$ cat src/hdl/tmp_pkg.sv
// Shared types, constants and helper functions of the trapezoidal motion profile.
`timescale 1ns / 1ps
package tmp_pkg;

    localparam int FRAC_BITS_DEF = 16;
    localparam int QUEUE_DEPTH   = 4;   // power of two, the pointers wrap on their own
    localparam int OUT_DEPTH     = 4;   // power of two
    localparam int VP_W          = 56;  // peak speed width, enough for the smallest FRAC_BITS
    localparam int VP_HALF       = VP_W / 2;
    localparam int DIV_NUM_W     = 96;

    localparam logic [60:0] TERM_CAP = 61'h1 << 60;

    localparam logic [1:0] REG_START_POS = 2'd0;
    localparam logic [1:0] REG_END_POS   = 2'd1;
    localparam logic [1:0] REG_VEL_LIM   = 2'd2;
    localparam logic [1:0] REG_ACC_LIM   = 2'd3;

    typedef enum logic [2:0] {
        PH_BEFORE = 3'd0,
        PH_END    = 3'd1,
        PH_ACC    = 3'd2,
        PH_CRU    = 3'd3,
        PH_DEC    = 3'd4
    } t_phase;

    typedef struct packed {
        logic               en;
        logic               neg;
        logic [63:0]        t1;
        logic [63:0]        t2;
        logic [63:0]        dur;
        logic [VP_W-1:0]    vp;
        logic [60:0]        dist1;
        logic [61:0]        dist12;
        logic signed [31:0] start_pos;
        logic signed [31:0] end_pos;
        logic [30:0]        acc_lim;
    } t_prof;

    typedef struct packed {
        t_phase      phase;
        logic [30:0] x;
    } t_job;

    function automatic logic [60:0] cap_term(input logic [127:0] v);
        return (v > {67'b0, TERM_CAP}) ? TERM_CAP : v[60:0];
    endfunction

    function automatic logic [31:0] sat32(input logic signed [63:0] v);
        logic [31:0] r;
        if (v > 64'sd2147483647) begin
            r = 32'h7FFF_FFFF;
        end else if (v < -64'sd2147483648) begin
            r = 32'h8000_0000;
        end else begin
            r = v[31:0];
        end
        return r;
    endfunction

endpackage

$ cat src/hdl/tmp_front.sv
// Front end: takes sample times, sorts them into motion phases and queues them.
`timescale 1ns / 1ps
module tmp_front (
    input  logic               i_clk,
    input  logic               i_rst_n,
    input  logic               i_push,
    input  logic signed [31:0] i_sample_time,
    input  logic               i_hold,
    input  tmp_pkg::t_prof     i_prof,
    input  logic               i_job_take,
    output logic               o_full,
    output logic               o_job_valid,
    output tmp_pkg::t_job      o_job
);
    localparam int DEPTH = tmp_pkg::QUEUE_DEPTH;
    localparam int PW    = $clog2(DEPTH);
    localparam int CW    = $clog2(DEPTH + 1);

    tmp_pkg::t_job r_mem [DEPTH];
    logic [PW-1:0] r_wp;
    logic [PW-1:0] r_rp;
    logic [CW-1:0] r_cnt;

    tmp_pkg::t_job job;
    logic [63:0]   ut;
    logic          push_ok;
    logic          take_ok;

    assign ut = 64'(i_sample_time[30:0]);

    always_comb begin
        job.x = '0;
        priority if (!i_prof.en) begin
            job.phase = tmp_pkg::PH_END;
        end else if (i_sample_time[31] || i_sample_time == '0) begin
            job.phase = tmp_pkg::PH_BEFORE;
        end else if (ut >= i_prof.dur) begin
            job.phase = tmp_pkg::PH_END;
        end else if (ut < i_prof.t1) begin
            job.phase = tmp_pkg::PH_ACC;
            job.x     = i_sample_time[30:0];
        end else if (ut < i_prof.t2) begin
            job.phase = tmp_pkg::PH_CRU;
            job.x     = i_sample_time[30:0] - i_prof.t1[30:0];
        end else begin
            job.phase = tmp_pkg::PH_DEC;
            job.x     = i_sample_time[30:0] - i_prof.t2[30:0];
        end
    end

    assign o_full      = (r_cnt == CW'(DEPTH)) || i_hold;
    assign push_ok     = i_push && !o_full;
    assign o_job_valid = r_cnt != '0;
    assign take_ok     = i_job_take && o_job_valid;
    assign o_job       = r_mem[r_rp];

    always_ff @(posedge i_clk) begin
        if (!i_rst_n) begin
            r_wp  <= '0;
            r_rp  <= '0;
            r_cnt <= '0;
        end else begin
            if (push_ok) begin
                r_wp <= r_wp + PW'(1);
            end
            if (take_ok) begin
                r_rp <= r_rp + PW'(1);
            end
            r_cnt <= r_cnt + CW'(push_ok) - CW'(take_ok);
        end
    end

    always_ff @(posedge i_clk) begin
        if (push_ok) begin
            r_mem[r_wp] <= job;
        end
    end

endmodule

$ cat config.mk
export PLATFORM = sky130hd
export DESIGN_NAME = tmp_front
export DESIGN_NICKNAME = d
export VERILOG_FILES = /design/src/hdl/tmp_pkg.sv /design/src/hdl/tmp_front.sv
export SDC_FILE = /design/constraint.sdc
export NUM_CORES = 1
export LEC_CHECK = 0
export BUFFER_PORTS_ARGS = -buffer_cell sky130_fd_sc_hd__buf_2
export CORE_AREA = 4 4 207 209
export CTS_BUF_LIST = sky130_fd_sc_hd__clkbuf_8
export DETAILED_ROUTE_END_ITERATION = 10
export DIE_AREA = 0 0 211 213
export REMOVE_ABC_BUFFERS = 1
export SKIP_LAST_GASP = 1
export SLEW_MARGIN = 20
export SYNTH_ARGS = -nofsm -noshare
export SYNTH_HDL_FRONTEND = slang
export SYNTH_SLANG_ARGS = --single-unit
$ cat constraint.sdc
create_clock -name i_clk -period 6.3 [get_ports i_clk]
set_input_delay 0.315 -clock i_clk [delete_from_list [all_inputs] [get_ports i_clk]]
set_output_delay 0.315 -clock i_clk [all_outputs]
set_load 0.1 [all_outputs]
---- Word level (Yosys, flattened, before mapping) ----
Memory sizes are Yosys's and may differ from the RTL's. A register that Yosys moved wholly into a read port is not among the register bits.
Cells that the tools add are included.
operators by class
  add/sub/neg operators ................... 6
  magnitude comparators ................... 3
  equal/unequal tests ..................... 1
  muxes and demuxes ....................... 12
  reduce and logical (&&, ||, !) cells .... 7
operators by type and width
  cell                 number
  $lt 31x64->1         2
  $mux 31              3
  $mux 34              2
  $ge 31x64->1         1
  $sub 31x31->31       2
  $logic_not 32->1     1
  $mux 3               3
  $add 2x1->2 const B  2
  $mux 2               2
  $add 3x1->3          1
  $eq 3x3->1 const B   1
  $reduce_bool 3->1    1
  $sub 3x1->3          1
  $logic_and 1x1->1    2
  $logic_or 1x1->1     2
  $mux 1               2
  $logic_not 1->1      1
storage, ports and cells
  bits in registers ....................... 7
  bits in writable memories ............... 136
  bits of input ports ..................... 505
  output and inout bits ................... 36
  word-level logic and storage cells ...... 33
  memories kept ........................... 1
memories
  name   words  width  read ports  clocked after memory_dff  write ports  RTL line         source
  r_mem  4      34     1           1                         1            tmp_front.sv:19  tmp_pkg::t_job r_mem [DEPTH];

---- Longest topological paths before layout ----
Gate-level depths: netlist of the first run.
  depth after elaboration ................. 6
  mapped depth ............................ 23
  depth with buffers taken out ............ 22

---- Worst setup path after synthesis of the first run ----
OpenSTA, ideal clock, no wires.
  path kind ............................... input -> register
  from .................................... input port i_prof[367] (netlist bit)
  to ...................................... memory r_mem[0][30] (netlist bit), data pin
  library setup time ...................... 179 ps
  data arrival time ....................... 4,923 ps
  data required time ...................... 6,121 ps
  path slack .............................. 1,197 ps
  stages on the path ...................... 21
  buffers on the path ..................... 2
  path through ............................ inv_1 -> ha_1 -> nand4b_1 -> or3_1 -> nor4_1 -> nand2_1 -> o2bb2ai_1 -> clkbuf_1 -> buf_2 -> a21oi_1 -> ha_1 -> a21o_1 -> a31o_1 -> a221o_1 -> a311o_1 -> a211oi_2 -> o41a_1 -> o21ai_2 -> xnor2_1 -> or3_1 -> a21oi_1
RTL lines
  element      RTL line         source
  from (decl)  tmp_front.sv:9   input tmp_pkg::t_prof i_prof,
  to (decl)    tmp_front.sv:19

==> results of run 1 <==
-- cell usage after synthesis (all sizes together) (2+ instances only) --
library cell	instances
edfxtp	136
ha	127
inv	104
a21oi	102
nand2	66
nor2	60
a21o	52
mux4	34
nor4	31
o21ai	31
nand4	21
clkbuf	19
xnor2	17
nand3	13
nand2b	12
and2	10
a211oi	9
and3	9
dfxtp	9
or3	9
xor2	9
nor2b	7
nor3	7
a31oi	6
a211o	5
or2	5
a221o	4
buf	4
mux2i	4
a21boi	3
a31o	3
and4	2
fa	2
o21bai	2
o22ai	2
-- cell type report --
type	count	area, sq um	area share (%)
clock inverters	15	103	0.822
clock buffers	17	234	1.87
inverters	104	390	3.13
diodes	2	5.00	0.0401
flip-flops and latches	145	4270	34.2
well taps	532	666	5.33
repair buffers	276	1410	11.3
multi-input cells	680	5410	43.3
-- flip-flops by register name (all words and copies together), names as in the netlist, named ones only --
register,flops
r_rp,2
r_wp,2
r_mem,136
r_cnt,3
-- per-layer routing --
metal,global-route usage [%],wire length [um],vias to the layer above
met4,6.10,1120,0
li1,-,-,4105
met2,22.4,14500,333
met3,3.03,2250,50
met5,0,0,-
met1,21.0,16000,3933
-- critical path: cells and delay by family --
kind / cells / cell delay [ns]
adder cells (fa/ha/maj): 2 / 0.67
buffers and inverters: 2 / 0.55
AND/OR/NAND/NOR: 6 / 1.46
AO/OA/AOI/OAI: 10 / 2.50
XOR/XNOR: 1 / 0.13
-- per-stage QoR --
step           instances  setup WS, ns
6_report            1771         0.815
5_1_grt             1770         0.620
4_1_cts             1769         0.899
3_5_place_dp        1737         0.423
3_3_place_gp        1737         0.559
2_1_floorplan        929        -0.669
-- placed cells by master, fill, tap and decap left out, types with 4 or more instances in the layout --
master,count
buf_2,265
inv_1,105
nand2b_1,12
dfxtp_1,7
nor2_1,60
and3_1,9
edfxtp_1,136
or2_2,4
a21oi_1,101
o21ai_0,24
mux2i_1,4
a31oi_1,6
xor2_1,9
buf_4,11
nor4_1,31
a21o_1,52
o21ai_1,6
a211o_1,5
nor3_1,7
clkinv_1,6
nand2_1,66
ha_1,127
xnor2_1,17
nand4_1,21
and2_1,10
or3_1,9
a211oi_1,8
nand3_1,13
nor2b_1,7
clkbuf_8,17
mux4_2,34
-- kinds of logic (layout without fill, tap and decap cells) --
kind of cell / count (synthesis) / count (layout) / synth area share [%]
AO/OA/AOI/OAI: 231 / 231 / 14.2
flip-flops: 145 / 145 / 42.1
AND/OR/NAND/NOR: 255 / 255 / 12.5
buffers and inverters: 127 / 412 / 4.72
adder cells (fa/ha/maj): 129 / 129 / 16.1
multiplexers: 39 / 39 / 8.07
other: 0 / 2 / 0
XOR/XNOR: 26 / 26 / 2.25
-- power groups by stage --
stage                     combinational [W]  sequential, W  clock (W)
after floorplan                     0.00117        0.00119          0
after CTS                           0.00160        0.00114   0.000655
after global placement              0.00159        0.00116          0
after global routing                0.00169        0.00115   0.000696
final                               0.00157        0.00114   0.000632
after detailed placement            0.00160        0.00116          0
-- worst min path at each step --
stage	startpoint	endpoint	slack, ns	cells past startpoint
2_1_floorplan	i_rst_n	flip-flop	0.44	1
3_3_place_gp	r_wp[1]	r_wp[1]	0.55	2
5_1_grt	i_rst_n	flip-flop	0.18	2
4_1_cts	i_rst_n	r_cnt[0]	0.16	2
6_report	i_rst_n	r_rp[0]	0.19	2
3_5_place_dp	r_wp[1]	r_wp[1]	0.56	2
==> metrics.txt, run 1 <==
Clock Tree Buf Depth=2; antenna viol nets, final=0; Switching Fraction=45.2%; cells after synthesis=952; via/cell ratio=4.75; critical path's largest stage delay=0.45 ns; EDFF count, synth=136; TritonCTS clock tree=done; Tot Pwr=0.00335 W; Initial Utilization=24.8%; Ys Warns=0; max-slew violation count=0; HPWL reported at the end of detailed placement=27800 um; Yosys reg bits=145; final cycle utilization of the critical path=87.1%; postcts setup bufs=0; Reg clk slew, reported paths=0.08 ns; Design Area, Final=about 0.012 sq mm; initial antenna violation count=8; Setup crit end=r_mem[0][30]; Worst R2R Path Depth=12; Hold Buf Count CTS=0; Synth Flop Type=edfxtp_1; # H-tree levels=4; filler instances=4223; FP Rows=between 70 and 80; maximum VDD drop=between 100 and 150 uV; Via Count=8421; Unique masters post-synth=60; Reg2Reg Setup Slack=~3.7 ns; Fmax=between 150 and 200 MHz; switching power=between 0.0015 and 0.002 W; Synth area leader=edfxtp_1; Max-Cap Viols=0; Yosys top cell area share=40.3%; drc violations=0; worst r2r src=r_cnt[1]; DRT iter0 DRCs=504; clock group share of total power=18.9%; Slew HR=35.6%; Critical R2R Capture=r_cnt[2]; Worst Hold Class=in -> reg; register area share after synthesis=42.1%; CP startpoint=i_sample_time[25]; Fin. Hold Viols=0; Crit Path Max Fanout=33; RSZ-0062 raised after global routing=no; CTS Buf Count=17; cell at the slowest stage of the critical path=or3_1; # setup viols final=0; logic gate share of total power=47.0%; first-pass GRT wire length=about 50000 um; number of global-route vias before repair=around 8800; Cell Pwr Density=268 mW/mm^2; synthesis-to-layout area growth=23.3%; Critical Path RT=6.47 ns; worst-skew pair later-pin latency=0.44 ns; share of cells above drive strength 1=28.3%; post-layout minimum cycle time=5.48 ns; I/O Pins=541; Sequential Power Share=34.1%; outcome=finished, final reports clean; cts repair resizes=0; Crit. End Element=flip-flop; Power Internal=0.00184 W; Synth async-reset ratio=0%; Final Wtd Congestion=about 0.9; worst-margin pin slew=~0.97 ns; CTS sink count=~150; GRT Total Usage=about 15%; grt total ovfl=0; die area=~0.045 sq mm; Startpoint Class=primary input; Core Util, Final=30.6%; chip width=211 um; Setup TNS Final=0 ns; Nets=1858; Leak=5.58 nW; DR pass1 iterations=4; final WL=33800 um; Post-Syn Area=0.0101 sq mm; height of the die=213 um; Hold WS=0.194 ns; clock root buffer=clkbuf_8; WP data arrival=5.66 ns; clock skew=0.00834 ns; Syn Area/Cell=around 11 sq um; IO buf count=approximately 270; WL/cell=19.1 um; worst-path cell chain=buf_2 -> ha_1 -> nand4_1 -> or3_1 -> nor4_1 -> nand2_1 -> o2bb2ai_4 -> buf_4 -> nor2_1 -> a21oi_1 -> ha_1 -> a21o_1 -> a31o_1 -> a221o_1 -> a311o_1 -> a211oi_2 -> o41a_1 -> o21ai_2 -> xnor2_1 -> or3_1 -> a21oi_1; core area=0.0408 sq mm; top post-synthesis cells by area=edfxtp_1 40%, ha_1 16%, mux4_2 7.6%; Post-DP Area=0.0121 sq mm; critical path class=in -> reg; largest net degree at the start of global routing=37
Note: power is estimated with default switching activity, not from simulation.
==> run 2, diff against run 1 <==
--- a/config.mk
+++ b/config.mk
@@ -5,6 +5,7 @@
 export SDC_FILE = /design/constraint.sdc
 export NUM_CORES = 1
 export LEC_CHECK = 0
+export ABC_AREA = 1
 export BUFFER_PORTS_ARGS = -buffer_cell sky130_fd_sc_hd__buf_2
 export CORE_AREA = 4 4 207 209
 export CTS_BUF_LIST = sky130_fd_sc_hd__clkbuf_8
==> metrics.txt, run 2 <==
outcome=finished, final reports clean (unchanged); Critical Path RT=6.42 ns (was 6.47 ns); cts repair resizes=0 (unchanged); max-slew violation count=0 (unchanged); # setup viols final=0 (unchanged); EDFF count, synth=136 (unchanged); CTS sink count=145 (unchanged); # H-tree levels=4 (unchanged); Unique masters post-synth=47 (was 60); largest net degree at the start of global routing=70 (was 37); DR pass1 iterations=5 (was 4); Met3 Routed Length=2910 um (was 2250 um); Setup TNS Final=0 ns (unchanged); Nets=2182 (was 1858); maximum VDD drop=140 uV (was 144 uV); core area=0.0408 sq mm (unchanged); via/cell ratio=4.73 (was 4.75); met1 WL=17000 um (was 16000 um); clock skew=0.0103 ns (was 0.00834 ns); Yosys top cell area share=38.1% (was 40.3%); Crit Path Max Fanout=20 (was 33); Reg clk slew, reported paths=0.09 ns (was 0.08 ns); Tot Pwr=0.00353 W (was 0.00335 W); Crit. End Element=flip-flop (unchanged); Final Wtd Congestion=0.887 (was 0.901); Leak=6.00 nW (was 5.58 nW); antenna viol nets, final=0 (unchanged); Yosys reg bits=145 (unchanged); met2 WL=15500 um (was 14500 um); Syn Area/Cell=8.30 sq um (was 10.6 sq um); largest reg by FF count=r_mem (unchanged); die area=0.0449 sq mm (unchanged); cells after synthesis=1291 (was 952); Synth Flop Type=edfxtp_1 (unchanged); FP Rows=74 (unchanged); DRT iter0 DRCs=638 (was 504); share of cells above drive strength 1=22.4% (was 28.3%); WP data arrival=4.59 ns (was 5.66 ns); final cycle utilization of the critical path=70.9% (was 87.1%); Initial Utilization=26.2% (was 24.8%); GRT Total Usage=15.6% (was 14.9%); postcts setup bufs=0 (unchanged); Largest regs=r_mem (136), r_cnt (3) (unchanged); Synth async-reset ratio=0% (unchanged); Fin. Hold Viols=0 (unchanged); Core Util, Final=31.8% (was 30.6%); Ys Warns=0 (unchanged); number of global-route vias before repair=9977 (was 8771); Top Metal Used=met5 (was met4); post-layout minimum cycle time=4.47 ns (was 5.48 ns); top cells by count, synth=182 x nand2_1, 170 x inv_1, 166 x nor2_1, 137 x o21ai_0, 136 x edfxtp_1 (was 136 x edfxtp_1, 127 x ha_1, 104 x inv_1, 101 x a21oi_1, 66 x nand2_1); worst-skew pair later-pin latency=0.43 ns (was 0.44 ns); chip width=211 um (unchanged); Via Count=9925 (was 8421); WL/cell=17.2 um (was 19.1 um); critical path's largest stage delay=0.65 ns (was 0.45 ns); Startpoint Class=primary input (unchanged); most common cell in the synthesized netlist=nand2_1 (was edfxtp_1); Hold WS=0.152 ns (was 0.194 ns); most common cell after layout, fill and taps aside=buf_2 (unchanged); worst-margin pin slew=1.06 ns (was 0.966 ns); drc violations=0 (unchanged); clock root buffer=clkbuf_8 (unchanged); Cell Pwr Density=272 mW/mm^2 (was 268 mW/mm^2); Fmax=224 MHz (was 182 MHz); commonest cells after routing, fill and taps aside=265 x buf_2, 182 x nand2_1, 170 x inv_1, 162 x nor2_1, 137 x o21ai_0 (was 265 x buf_2, 136 x edfxtp_1, 127 x ha_1, 105 x inv_1, 101 x a21oi_1); cell at the slowest stage of the critical path=nor3_1 (was or3_1); Max-Cap Viols=0 (unchanged); critical path class=in -> reg (unchanged); synthesis-to-layout area growth=21.2% (was 23.3%); IO buf count=265 (unchanged); Largest register FFs=136 (unchanged); TritonCTS clock tree=done (unchanged); CTS Buf Count=17 (unchanged); Slew HR=28.9% (was 35.6%); delay-heaviest family, CP=simple AND/OR/NAND/NOR gates (was compound AO/OA/AOI/OAI gates); grt total ovfl=0 (unchanged); Post-Syn Area=0.0107 sq mm (was 0.0101 sq mm); Bufs and invs on worst path=5 (was 2); Hold Buf Count CTS=0 (unchanged); register area share after synthesis=39.8% (was 42.1%); final WL=36000 um (was 33800 um); top post-synthesis cells by area=edfxtp_1 38%, ha_1 15%, o21ai_0 6.4% (was edfxtp_1 40%, ha_1 16%, mux4_2 7.6%); Worst Hold Class=in -> reg (unchanged); first-pass GRT wire length=54800 um (was 50500 um); HPWL reported at the end of detailed placement=29000 um (was 27800 um); initial antenna violation count=18 (was 8); Synth area leader=edfxtp_1 (unchanged); Clock Tree Buf Depth=2 (unchanged); I/O Pins=541 (unchanged); height of the die=213 um (unchanged); RSZ-0062 raised after global routing=no (unchanged)
[run 2: cell count changes after synthesis, moves of 11 or more]
cell      delta
a21o_1      -40
xnor2_1     -12
o21ai_0    +113
nand2b_1    -12
o22ai_1     +33
mux4_2      -34
nor3_2      +12
nand3_1     +11
nand2_1    +116
nor3_1      +13
inv_1       +66
nor2_1     +106
[run 2: metal layers]
layer	vias to the layer above	GRT usage (%)
met5	-	0
met2	377	24.3
met3	39	3.26
li1	5018	-
met1	4479	22.7
met4	12	3.20
[run 2: tightest hold or removal path, stage by stage]
cell    delay, ns
buf_2        0.14
inv_1        0.06
nor2_1       0.03
[run 2: cells by family (layout without fill, tap and decap cells)]
| family | count (synthesis) | count (layout) | synth area share, % |
|---|---|---|---|
| adders and majority gates | 129 | 129 | 15.2 |
| DFF | 145 | 145 | 39.8 |
| other | 0 | 6 | 0 |
| AOI/OAI and AO/OA | 310 | 310 | 15.7 |
| xor gates and xnor gates | 13 | 13 | 1.06 |
| buffers and inverters | 209 | 479 | 7.83 |
| and+or+nand+nor | 485 | 485 | 20.4 |
[run 2: where the power goes]
| part | switching, W | total [W] | internal (W) |
|---|---|---|---|
| Sequential | 0.0000207 | 0.00113 | 0.00111 |
| Combinational | 0.00135 | 0.00171 | 0.000358 |
| Clock | 0.000391 | 0.000685 | 0.000294 |
[run 2: final cells by class]
cell class                 instances  area (sq um)
clock inverter                    15           143
fill                            4327         27800
sequential                       145          4270
inverter                         173           652
tap                              532           666
clock buffer                      17           234
multi-input combinational        937          5620
timing repair buffer             274          1390
antenna                            6          15.0
[run 2: path summary, 6_finish.rpt]
kind         depth (start not counted)              start      endpoint  slack (ns)
min                                  3            i_rst_n      r_cnt[1]        0.15
max                                 25  i_sample_time[30]  r_mem[3][16]        1.83
min reg2reg                          2            r_rp[1]     flip-flop        0.47
max reg2reg                         11           r_cnt[1]      r_cnt[2]        3.91
[run 2: metrics by stage]
| step | cells | setup WS, ns | instance area (sq um) |
|---|---|---|---|
| floorplan | 1255 | 2.43 | 10500 |
| global placement | 2061 | 1.45 | 12600 |
| detailed placement | 2061 | 1.38 | 12600 |
| CTS | 2093 | 1.83 | 13000 |
| global route | 2095 | 1.33 | 13000 |
| finish | 2099 | 1.83 | 13000 |
